File: src/hdl/spq_pkg.sv
package spq_pkg;

  localparam logic [1:0] REQ_INSERT = 2'd0;
  localparam logic [1:0] REQ_POP    = 2'd1;
  localparam logic [1:0] REQ_PEEK   = 2'd2;

  localparam logic [1:0] STAT_OK    = 2'd0;
  localparam logic [1:0] STAT_EMPTY = 2'd1;
  localparam logic [1:0] STAT_FULL  = 2'd2;

  localparam logic [1:0] MODE_TIME_ASC  = 2'd0;
  localparam logic [1:0] MODE_DEST_ASC  = 2'd1;
  localparam logic [1:0] MODE_DEST_DESC = 2'd2;

  typedef struct packed {
    logic [31:0] stamp;
    logic [7:0]  source;
    logic [7:0]  dest;
  } entry_t;

  typedef enum logic [2:0] {
    S_IDLE,
    S_INS_RD,
    S_INS_EV,
    S_HD_RD,
    S_HD_EV,
    S_POP_RD,
    S_POP_EV
  } state_t;

  function automatic logic ranks_after(logic [1:0] mode, entry_t n, entry_t s);
    logic res;
    unique case (mode)
      MODE_TIME_ASC:  res = n.stamp > s.stamp;
      MODE_DEST_ASC:  res = n.dest > s.dest;
      MODE_DEST_DESC: res = n.dest < s.dest;
      default:        res = 1'b0;
    endcase
    return res;
  endfunction

endpackage

File: src/hdl/spq_in_if.sv
interface spq_in_if;
  logic        valid;
  logic        ready;
  logic [1:0]  req_type;
  logic [31:0] entry_time;
  logic [7:0]  entry_source;
  logic [7:0]  entry_dest;

  modport source (output valid, req_type, entry_time, entry_source, entry_dest,
                  input ready);
  modport sink (input valid, req_type, entry_time, entry_source, entry_dest,
                output ready);
endinterface

File: src/hdl/spq_out_if.sv
interface spq_out_if;
  logic        valid;
  logic        ready;
  logic [1:0]  status;
  logic [31:0] head_time;
  logic [7:0]  head_source;
  logic [7:0]  head_dest;
  logic [4:0]  count;

  modport source (output valid, status, head_time, head_source, head_dest, count,
                  input ready);
  modport sink (input valid, status, head_time, head_source, head_dest, count,
                output ready);
endinterface

File: src/hdl/sorted_priority_queue.sv
// Insert reads and evaluates each stored entry in turn from the head; pop reads
// the head, then moves each later entry down one place; peek reads the head only.
// All use the single entry RAM. Dropped, empty and no-op requests are answered
// in the cycle after acceptance. One request is in flight at a time: the next is
// accepted no earlier than the edge at which the previous result is taken.
// Synchronous active-low reset empties the queue and selects time ascending order.
module sorted_priority_queue #(
  parameter int QUEUE_DEPTH = 16
) (
  input  logic       clk,
  input  logic       rst_n,
  spq_in_if.sink     in_ch,
  spq_out_if.source  out_ch,
  input  logic       cfg_we,
  input  logic [1:0] cfg_wdata
);
  import spq_pkg::*;

  localparam int AW = $clog2(QUEUE_DEPTH);
  localparam int CW = $clog2(QUEUE_DEPTH + 1);

  state_t          state_r, state_nxt;
  logic [CW-1:0]   cnt_r, cnt_nxt;
  logic [CW-1:0]   idx_r, idx_nxt;
  logic [CW-1:0]   idx_m1;
  entry_t          carry_r, carry_nxt;
  logic            placed_r, placed_nxt;
  logic [1:0]      op_r, op_nxt;
  logic [1:0]      mode_r;
  logic            out_valid_r, out_valid_nxt;
  logic [1:0]      out_status_r, out_status_nxt;
  entry_t          out_head_r, out_head_nxt;
  logic [4:0]      out_count_r, out_count_nxt;

  logic            ram_we;
  logic [AW-1:0]   ram_waddr;
  entry_t          ram_wdata;
  logic [AW-1:0]   ram_raddr;
  entry_t          ram_rdata;
  logic            in_acc;
  entry_t          new_entry;

  spq_ram #(
    .WIDTH($bits(entry_t)),
    .DEPTH(QUEUE_DEPTH)
  ) u_ram (
    .clk   (clk),
    .we    (ram_we),
    .waddr (ram_waddr),
    .wdata (ram_wdata),
    .raddr (ram_raddr),
    .rdata (ram_rdata)
  );

  assign in_ch.ready = (state_r == S_IDLE) && (!out_valid_r || out_ch.ready);
  assign in_acc      = in_ch.valid && in_ch.ready;
  assign new_entry   = '{stamp: in_ch.entry_time, source: in_ch.entry_source,
                         dest: in_ch.entry_dest};
  assign idx_m1      = idx_r - CW'(1);

  assign out_ch.valid       = out_valid_r;
  assign out_ch.status      = out_status_r;
  assign out_ch.head_time   = out_head_r.stamp;
  assign out_ch.head_source = out_head_r.source;
  assign out_ch.head_dest   = out_head_r.dest;
  assign out_ch.count       = out_count_r;

  always_ff @(posedge clk) begin
    if (!rst_n) begin
      state_r     <= S_IDLE;
      cnt_r       <= '0;
      mode_r      <= MODE_TIME_ASC;
      out_valid_r <= 1'b0;
    end else begin
      state_r     <= state_nxt;
      cnt_r       <= cnt_nxt;
      out_valid_r <= out_valid_nxt;
      if (cfg_we) begin
        mode_r <= cfg_wdata;
      end
    end
  end

  always_ff @(posedge clk) begin
    idx_r        <= idx_nxt;
    carry_r      <= carry_nxt;
    placed_r     <= placed_nxt;
    op_r         <= op_nxt;
    out_status_r <= out_status_nxt;
    out_head_r   <= out_head_nxt;
    out_count_r  <= out_count_nxt;
  end

  always_comb begin
    state_nxt      = state_r;
    cnt_nxt        = cnt_r;
    idx_nxt        = idx_r;
    carry_nxt      = carry_r;
    placed_nxt     = placed_r;
    op_nxt         = op_r;
    out_valid_nxt  = out_valid_r && !out_ch.ready;
    out_status_nxt = out_status_r;
    out_head_nxt   = out_head_r;
    out_count_nxt  = out_count_r;
    ram_we         = 1'b0;
    ram_waddr      = idx_r[AW-1:0];
    ram_wdata      = carry_r;
    ram_raddr      = idx_r[AW-1:0];

    unique case (state_r)
      S_IDLE: begin
        if (in_acc) begin
          op_nxt        = in_ch.req_type;
          idx_nxt       = '0;
          out_head_nxt  = '0;
          out_count_nxt = 5'(cnt_r);
          unique case (in_ch.req_type) inside
            REQ_INSERT: begin
              if (cnt_r == CW'(QUEUE_DEPTH)) begin
                out_valid_nxt  = 1'b1;
                out_status_nxt = STAT_FULL;
              end else begin
                carry_nxt  = new_entry;
                placed_nxt = 1'b0;
                state_nxt  = S_INS_RD;
              end
            end
            REQ_POP, REQ_PEEK: begin
              if (cnt_r == '0) begin
                out_valid_nxt  = 1'b1;
                out_status_nxt = STAT_EMPTY;
              end else begin
                state_nxt = S_HD_RD;
              end
            end
            default: begin
              out_valid_nxt  = 1'b1;
              out_status_nxt = STAT_OK;
            end
          endcase
        end
      end
      S_INS_RD: begin
        if (idx_r == cnt_r) begin
          ram_we         = 1'b1;
          cnt_nxt        = cnt_r + CW'(1);
          out_valid_nxt  = 1'b1;
          out_status_nxt = STAT_OK;
          out_head_nxt   = '0;
          out_count_nxt  = 5'(cnt_r + CW'(1));
          state_nxt      = S_IDLE;
        end else begin
          state_nxt = S_INS_EV;
        end
      end
      S_INS_EV: begin
        if (placed_r || !ranks_after(mode_r, carry_r, ram_rdata)) begin
          ram_we     = 1'b1;
          carry_nxt  = ram_rdata;
          placed_nxt = 1'b1;
        end
        idx_nxt   = idx_r + CW'(1);
        state_nxt = S_INS_RD;
      end
      S_HD_RD: begin
        state_nxt = S_HD_EV;
      end
      S_HD_EV: begin
        carry_nxt = ram_rdata;
        if (op_r == REQ_PEEK) begin
          out_valid_nxt  = 1'b1;
          out_status_nxt = STAT_OK;
          out_head_nxt   = ram_rdata;
          out_count_nxt  = 5'(cnt_r);
          state_nxt      = S_IDLE;
        end else begin
          idx_nxt   = CW'(1);
          state_nxt = S_POP_RD;
        end
      end
      S_POP_RD: begin
        if (idx_r == cnt_r) begin
          cnt_nxt        = cnt_r - CW'(1);
          out_valid_nxt  = 1'b1;
          out_status_nxt = STAT_OK;
          out_head_nxt   = carry_r;
          out_count_nxt  = 5'(cnt_r - CW'(1));
          state_nxt      = S_IDLE;
        end else begin
          state_nxt = S_POP_EV;
        end
      end
      S_POP_EV: begin
        ram_we    = 1'b1;
        ram_waddr = idx_m1[AW-1:0];
        ram_wdata = ram_rdata;
        idx_nxt   = idx_r + CW'(1);
        state_nxt = S_POP_RD;
      end
      default: begin
        state_nxt = S_IDLE;
      end
    endcase
  end

endmodule

File: src/hdl/spq_ram.sv
module spq_ram #(
  parameter int WIDTH = 48,
  parameter int DEPTH = 16
) (
  input  logic                     clk,
  input  logic                     we,
  input  logic [$clog2(DEPTH)-1:0] waddr,
  input  logic [WIDTH-1:0]         wdata,
  input  logic [$clog2(DEPTH)-1:0] raddr,
  output logic [WIDTH-1:0]         rdata
);

  logic [WIDTH-1:0] mem [DEPTH];

  always_ff @(posedge clk) begin
    if (we) begin
      mem[waddr] <= wdata;
    end
    rdata <= mem[raddr];
  end

endmodule

File: src/flat_wrapper.sv
// flat-port wrapper written by rule: the top's interface ports become plain ports
module sorted_priority_queue_flat import spq_pkg::*;
#(
  parameter int QUEUE_DEPTH = 16
)
  (clk, rst_n, cfg_we, cfg_wdata, in_ch_valid, in_ch_req_type, in_ch_entry_time, in_ch_entry_source, in_ch_entry_dest, in_ch_ready, out_ch_valid, out_ch_status, out_ch_head_time, out_ch_head_source, out_ch_head_dest, out_ch_count, out_ch_ready);
  spq_in_if in_ch_i ();
  spq_out_if out_ch_i ();
  input  logic clk;
  input  logic rst_n;
  input  logic cfg_we;
  input  logic [1:0] cfg_wdata;
  input wire logic [$bits(in_ch_i.valid)-1:0] in_ch_valid;
  input wire logic [$bits(in_ch_i.req_type)-1:0] in_ch_req_type;
  input wire logic [$bits(in_ch_i.entry_time)-1:0] in_ch_entry_time;
  input wire logic [$bits(in_ch_i.entry_source)-1:0] in_ch_entry_source;
  input wire logic [$bits(in_ch_i.entry_dest)-1:0] in_ch_entry_dest;
  output wire logic [$bits(in_ch_i.ready)-1:0] in_ch_ready;
  output wire logic [$bits(out_ch_i.valid)-1:0] out_ch_valid;
  output wire logic [$bits(out_ch_i.status)-1:0] out_ch_status;
  output wire logic [$bits(out_ch_i.head_time)-1:0] out_ch_head_time;
  output wire logic [$bits(out_ch_i.head_source)-1:0] out_ch_head_source;
  output wire logic [$bits(out_ch_i.head_dest)-1:0] out_ch_head_dest;
  output wire logic [$bits(out_ch_i.count)-1:0] out_ch_count;
  input wire logic [$bits(out_ch_i.ready)-1:0] out_ch_ready;
  assign in_ch_i.valid = in_ch_valid;
  assign in_ch_i.req_type = in_ch_req_type;
  assign in_ch_i.entry_time = in_ch_entry_time;
  assign in_ch_i.entry_source = in_ch_entry_source;
  assign in_ch_i.entry_dest = in_ch_entry_dest;
  assign in_ch_ready = in_ch_i.ready;
  assign out_ch_valid = out_ch_i.valid;
  assign out_ch_status = out_ch_i.status;
  assign out_ch_head_time = out_ch_i.head_time;
  assign out_ch_head_source = out_ch_i.head_source;
  assign out_ch_head_dest = out_ch_i.head_dest;
  assign out_ch_count = out_ch_i.count;
  assign out_ch_i.ready = out_ch_ready;
  sorted_priority_queue #(.QUEUE_DEPTH(QUEUE_DEPTH)) u_core (.clk(clk), .rst_n(rst_n), .in_ch(in_ch_i), .out_ch(out_ch_i), .cfg_we(cfg_we), .cfg_wdata(cfg_wdata));
endmodule
File: config.mk
export PLATFORM = sky130hd
export DESIGN_NAME = sorted_priority_queue_flat
export DESIGN_NICKNAME = d
export VERILOG_FILES = /design/src/hdl/spq_pkg.sv /design/src/hdl/spq_in_if.sv /design/src/hdl/spq_out_if.sv /design/src/hdl/sorted_priority_queue.sv /design/src/hdl/spq_ram.sv /design/src/flat_wrapper.sv
export SDC_FILE = /design/constraint.sdc
export NUM_CORES = 1
export LEC_CHECK = 0
export ABC_AREA = 1
export BUFFER_PORTS_ARGS = -buffer_cell sky130_fd_sc_hd__buf_2
export CORE_ASPECT_RATIO = 1.1
export CORE_MARGIN = 5
export CORE_UTILIZATION = 56
export DETAILED_ROUTE_END_ITERATION = 10
export MAX_ROUTING_LAYER = met4
export PLACE_DENSITY = 0.73
export SYNTH_ARGS = -nofsm -noshare
export SYNTH_HDL_FRONTEND = slang
export SYNTH_SLANG_ARGS = --single-unit
File: constraint.sdc
create_clock -name clk -period 7.6 [get_ports clk]
set_clock_uncertainty 0.2 [all_clocks]
set_input_delay 0.38 -clock clk [delete_from_list [all_inputs] [get_ports clk]]
set_output_delay 0.38 -clock clk [all_outputs]
set_load 0.01 [all_outputs]
==> results.json, run 1 <==
{
  "syn_area_mm2": 0.0376,
  "ios": 114,
  "synth_top_area_share_pct": 70.2,
  "clock_latency_ps": 660,
  "via_per_inst": 6.22,
  "area_growth_pct": 13.5,
  "start_util_pct": 56.6,
  "ctsRootBufferMaster": "clkbuf_16",
  "cts_tree": "built",
  "yosysMostFrequentCell": "edfxtp_1",
  "worstMarginPinSlew_ps": 1390,
  "numClockSinks": 938,
  "postLayoutCoreUtil_pct": 64.2,
  "synth_common_cells": "879 x edfxtp_1, 617 x o21ai_0, 499 x nor2_1",
  "fin_crit_sh_pct": 62.8,
  "dieArea_mm2": 0.0724,
  "final_cell_area_mm2": 0.0426,
  "seq_power_share_pct": 41.5,
  "cp_max_fo": 30,
  "die_height_um": 282,
  "yosysWarnings": 0,
  "status": "complete, no violations",
  "yosys.area.top_type": "edfxtp_1",
  "port_buffers": 113,
  "cp-start-kind": "register",
  "htreeDepth": 3,
  "p_leak_nw": 14.7,
  "cap_violations": 0,
  "p_sw_mw": 6.25,
  "vdd_drop_max_v": 0.000332,
  "powerDensity_mw_per_mm2": 398,
  "finalMaxSlewViolations": 0,
  "post-route-drc-count": 0,
  "rsz0062_at_grt": "no",
  "synthFlopType": "edfxtp_1",
  "synthCells": 3019,
  "rows": 99,
  "fin_nets": 3257,
  "drtAntennaViolNets": 0,
  "place_congestion": 0.856,
  "synth.avg_cell_area_um2": 12.4,
  "hold_class": "input port to register",
  "grt_first_pass_wirelength_um": 145000,
  "dieWidth_um": 257,
  "antenna_found_initial": 3,
  "synth_seq_cells": 938,
  "hold_viol": 0,
  "fp.coreArea_mm2": 0.0664,
  "dp.final_hpwl_um": 54600,
  "setup_viol": 0,
  "p_int_mw": 10.7,
  "wire_per_inst_um": 23.6,
  "drive_above_1_share_pct": 11.2,
  "cp.arrival_ps": 4890,
  "relSlewSlack_pct": 6.69,
  "grt_max_degree": 196,
  "firstDrtPassIters": 7,
  "tns_ps": 0,
  "p_clk_share_pct": 25.6,
  "vias": 25410,
  "period_minus_slack_ps": 4770,
  "grt_remaining_overflow": 0,
  "cts.repair.resized": 0,
  "crit_type": "register to register",
  "grt_pass1_vias": 24885,
  "synthTopCellsByArea": "edfxtp_1 70%, o21ai_0 8.2%, nor2_1 5.0%, o22ai_1 3.8%, dfxtp_1 3.1%",
  "comb_power_share_pct": 32.9,
  "cts_buffers": 90,
  "synth-edff-count": 879,
  "track_usage_pct": 26.8,
  "postCtsSetupRepairBufs": 0,
  "drt_wl_total_um": 96300,
  "cts_buffer_depth": 3,
  "hold_buffers": 59,
  "holdWs_ps": 89.6,
  "p_total_mw": 17.0,
  "place_area_mm2": 0.0392,
  "critPathCaptureType": "register",
  "ys_types": 41,
  "swShare_pct": 36.8,
  "syn_nets": 3123,
  "synthArstFlopShare_pct": 0,
  "detail_route.iter0.violations": 3283,
  "path_clk_slew_ps": 60,
  "ys_seq_area_share_pct": 73.4,
  "max_freq_mhz": 209,
  "worstPathRequired_ps": 7710
}
through the flow:
stage          worst slack (ps)  std cells
2_1_floorplan              2660       3019
4_1_cts                    2810       4085
3_5_place_dp               2820       3860
6_report                   2830       4088
3_3_place_gp               2820       3860
5_1_grt                    2620       4088
worst paths after layout:
check                           slack [ps]  cells after the start                   start                      endpoint
worst max register to register        2830                     14  u_core.u_ram.rdata[37]       u_core.u_ram.mem[8][23]
worst max-delay path                  2830                     14  u_core.u_ram.rdata[37]       u_core.u_ram.mem[8][23]
worst min register to register         370                      2      u_core.carry_r[12]  u_core.out_ch.head_source[4]
worst min-delay path                    90                      5            out_ch_ready                u_core.op_r[0]
power by group through the flow:
| stage | combinational, mW | clock (mW) | sequential [mW] |
|---|---|---|---|
| finish | 5.59 | 4.34 | 7.05 |
| global route | 6.11 | 4.61 | 7.09 |
| CTS | 5.50 | 4.37 | 7.04 |
| detailed placement | 5.44 | 0 | 7.15 |
| global placement | 5.31 | 0 | 7.12 |
| floorplan | 3.39 | 0 | 7.19 |
placed cells by master (no fill, tap or decap), types with 9 or more instances in the layout:
| cell | count |
|---|---|
| edfxtp_1 | 879 |
| o21ai_0 | 584 |
| nor2_1 | 498 |
| nand2_1 | 240 |
| o22ai_1 | 230 |
| buf_2 | 113 |
| clkbuf_16 | 92 |
| inv_1 | 83 |
| buf_4 | 62 |
| dlygate4sd3_1 | 59 |
| dfxtp_1 | 59 |
| a21oi_1 | 50 |
| ha_1 | 47 |
| o21ai_1 | 35 |
| clkinv_2 | 22 |
| nand3_1 | 17 |
| clkbuf_1 | 17 |
| a21oi_4 | 16 |
| clkinv_1 | 13 |
| inv_2 | 12 |
| a22oi_1 | 12 |
| xor2_1 | 9 |
sequential cells by signal, indices dropped and copies added (netlist names):
register	flops
u_core.out_ch.head_time	32
u_core.out_ch.valid	1
u_core.op_r	2
u_core.out_ch.count	5
u_core.placed_r	1
u_core.out_ch.status	2
u_core.cnt_r	5
u_core.mode_r	2
u_core.state_r	3
u_core.u_ram.mem	768
u_core.out_ch.head_dest	8
u_core.idx_r	5
u_core.u_ram.rdata	48
u_core.carry_r	48
u_core.out_ch.head_source	8
critical path, stage by stage (launching register included):
cell and delay (ps):
dfxtp_1 410, inv_1 140, ha_1 320, nand2_1 50, nor2_1 120, nand3b_1 150, nor3b_1 690, a21oi_1 130
nand2_1 120, nand2_1 70, nand2_1 70, nand2_1 50, buf_4 300, a21oi_4 1110, buf_4 480
layer usage:
layer / global-route usage [%] / part of all wire [%]
met1: 34.9 / 38
met2: 42.1 / 47
met3: 6.44 / 11
met4: 9.44 / 3.0
met5: - / 0
logic make-up after synthesis:
family,count (synthesis),synth area share [%]
AO/OA/AOI/OAI,947,13.6
XOR/XNOR,11,0.276
adder cells (fa/ha/maj),47,1.57
buffers and inverters,293,3.02
flip-flops,938,73.4
AND/OR/NAND/NOR,783,8.13
area by class of cell:
type                            instances  area (um^2)
Inverter                               99          385
Tap cell                              858         1070
Multi-Input combinational cell       1788         9070
Sequential cell                       938        27600
Timing Repair Buffer                  236         1660
Antenna cell                            3         7.51
Clock buffer                          112         2410
Clock inverter                         54          445
Fill cell                            4698        23800
Power figures use the tool's default switching activity.
==> run 2: changes to the inputs <==
- ABC_AREA: 1 -> 0
- PLACE_DENSITY: 0.73 -> 0.76
- clock period: 7.6 -> 4.3 ns (I/O delays scaled with it)
==> run 2 against run 1 <==
Critical endpoint is now u_core.u_ram.mem[14][46]. Register-to-register slack got worse by 2600 ps. Cell area rose by 0.80%. Largest power group unchanged. Global-route usage fell by 1.3 points. Via count fell by 23%. Critical path depth fell by 5. Worst hold slack improved by 34 ps. Wire length fell by 8.9%. Synthesized cell count fell by 38%. Synthesized area fell by 1.7%.
==> results.json, run 2 <==
{
  "status": "complete, no violations",
  "path_clk_slew_ps": 60,
  "drive_above_1_share_pct": 28.9,
  "postCtsSetupRepairBufs": 0,
  "synth-edff-count": 879,
  "dieWidth_um": 255,
  "critPathCaptureType": "register",
  "syn_area_mm2": 0.0369,
  "powerDensity_mw_per_mm2": 569,
  "via_per_inst": 6.37,
  "vdd_drop_max_v": 0.000407,
  "synthArstFlopShare_pct": 0,
  "ys_types": 53,
  "postLayoutCoreUtil_pct": 65.9,
  "cts_buffers": 88,
  "rows": 98,
  "yosysWarnings": 0,
  "path_cells": "ha_1 -> nor2b_1 -> o211ai_1 -> a21oi_1 -> o31a_1 -> nor3b_1 -> nand2_1 -> o31ai_4 -> buf_4",
  "track_usage_pct": 25.6,
  "crit_buf_inv": 1,
  "cp.depth": 9,
  "start_util_pct": 56.6,
  "grt_max_degree": 90,
  "hold_depth": 2,
  "worstMarginPinSlew_ps": 1150,
  "synth.avg_cell_area_um2": 19.9,
  "relSlewSlack_pct": 23.4,
  "drtAntennaViolNets": 0,
  "max_freq_mhz": 243,
  "yosysMostFrequentCell": "edfxtp_1",
  "n_fill_cell": 4138,
  "finalMaxSlewViolations": 0,
  "dp.final_hpwl_um": 50400,
  "synthFlopType": "edfxtp_1",
  "syn_nets": 1962,
  "place_congestion": 0.837,
  "fin_ws_ps": 192,
  "synth_top_area_share_pct": 71.4,
  "cts_tree": "built",
  "antenna_found_initial": 0,
  "numClockSinks": 938,
  "holdWs_ps": 123,
  "ys_seq_area_share_pct": 74.6,
  "area_growth_pct": 16.3,
  "cp.arrival_ps": 4270,
  "rsz0062_at_grt": "no",
  "largestRegisters": "u_core.u_ram.mem: 768 flops, u_core.carry_r: 48 flops, u_core.u_ram.rdata: 48 flops",
  "port_buffers": 113,
  "fin_crit_sh_pct": 95.5,
  "cp_max_fo": 15,
  "dieArea_mm2": 0.0712,
  "yosys.area.top_type": "edfxtp_1",
  "top_register": "u_core.u_ram.mem",
  "ios": 114,
  "htreeDepth": 3,
  "setup_viol": 0,
  "cts_buffer_depth": 3,
  "path_delay_family": "compound AO/OA/AOI/OAI gates",
  "synthCells": 1858,
  "cpPeakStageDelay_ps": 930,
  "fp.coreArea_mm2": 0.0652,
  "hold_viol": 0,
  "worstPathRequired_ps": 4460,
  "drt_wl_total_um": 87700,
  "wire_per_inst_um": 28.7,
  "tns_ps": 0,
  "p_leak_nw": 14.4,
  "layout_commonest_cell": "edfxtp_1",
  "cp-start-kind": "register",
  "synth_common_cells": "879 x edfxtp_1, 240 x mux4_2, 131 x nand2_1",
  "rr_worst_depth": 9,
  "die_height_um": 279,
  "dp_slack_ps": 123,
  "layout_common_cells": "879 x edfxtp_1, 240 x mux4_2, 130 x nand2_1",
  "synth_seq_cells": 938,
  "clock_latency_ps": 660,
  "period_minus_slack_ps": 4110,
  "grt_remaining_overflow": 0,
  "grt_pass1_vias": 20235,
  "grt_first_pass_wirelength_um": 130000,
  "largest_reg_flops": 768,
  "synthTopCellsByArea": "edfxtp_1 71%, mux4_2 15%, dfxtp_1 3.2%, ha_1 1.6%, nand2_1 1.3%",
  "cap_violations": 0,
  "detail_route.iter0.violations": 2379,
  "crit_type": "register to register",
  "firstDrtPassIters": 5,
  "ctsRootBufferMaster": "clkbuf_16",
  "cp_slowest_cell": "o31ai_4",
  "fin_nets": 2241,
  "vias": 19501,
  "post-route-drc-count": 0,
  "hold_class": "input port to register"
}
-- run 2: changes by cell type after synthesis, sizes merged, moves of 20 or more --
cell    previous run  this run
o21ai            620        94
nor2             507        35
mux4               0       240
o22ai            230         1
clkbuf           160        42
nand2            241       131
inv               97        50
a22o               0        46
a21oi             66        40
buf               34        54
-- run 2: layout make-up --
class | count | area [um^2] | area share, %
diodes | 1 | 2.50 | 0.00582
flip-flops and latches | 938 | 27600 | 64.2
multi-input cells | 774 | 9000 | 20.9
well taps | 850 | 1060 | 2.47
clock inverters | 55 | 582 | 1.35
repair buffers | 285 | 2220 | 5.17
clock buffers | 109 | 2340 | 5.45
inverters | 50 | 188 | 0.437
-- run 2: layer usage --
metal  wire (um)  GRT usage [%]  share of wire [%]  vias up
li1            -              -                  -     8141
met1       32700           33.4                 37    10102
met2       45000           41.7                 51     1063
met3        7010           4.15                8.0      195
met4        3010           8.86                3.4        0
met5           0              -                  0        -
-- run 2: cells by family (layout without fill, tap and decap cells) --
kind of cell / count (synthesis) / after routing / synth area share (%)
DFF: 938 / 938 / 74.6
muxes: 256 / 256 / 15.1
and+or+nand+nor: 234 / 234 / 2.83
AOI/OAI and AO/OA: 220 / 220 / 3.84
buffers and inverters: 146 / 499 / 1.61
adders and majority gates: 47 / 47 / 1.59
xor gates and xnor gates: 17 / 17 / 0.403
other: 0 / 1 / 0
-- run 2: final timing paths --
kind / from / end / slack [ps]
max reg2reg: u_core.carry_r[1] / u_core.u_ram.mem[14][46] / 190
min reg2reg: u_core.u_ram.rdata[46] / u_core.out_ch.head_time[30] / 360
min: in_ch_req_type[0] / u_core.op_r[0] / 120
max: u_core.carry_r[1] / u_core.u_ram.mem[14][46] / 190
-- run 2: timing repair --
action / 4_1_cts / 5_1_grt
setup endpoints to repair: 0 / 42
hold endpoints to repair: 63 / 0
resized for setup: 0 / 1
hold buffers: 60 / 0
-- run 2: power by group --
| part | internal, mW | switching, mW |
|---|---|---|
| clock network | 4.40 | 3.39 |
| logic | 2.37 | 3.00 |
| registers | 10.9 | 0.341 |
-- run 2: through the flow --
step	power [mW]	instance area [um^2]	std cells
global route	25.4	43000	3061
floorplan	15.0	37000	1858
detailed placement	16.7	39400	2837
CTS	24.6	43000	3061
finish	24.4	43000	3062
global placement	16.6	39400	2837
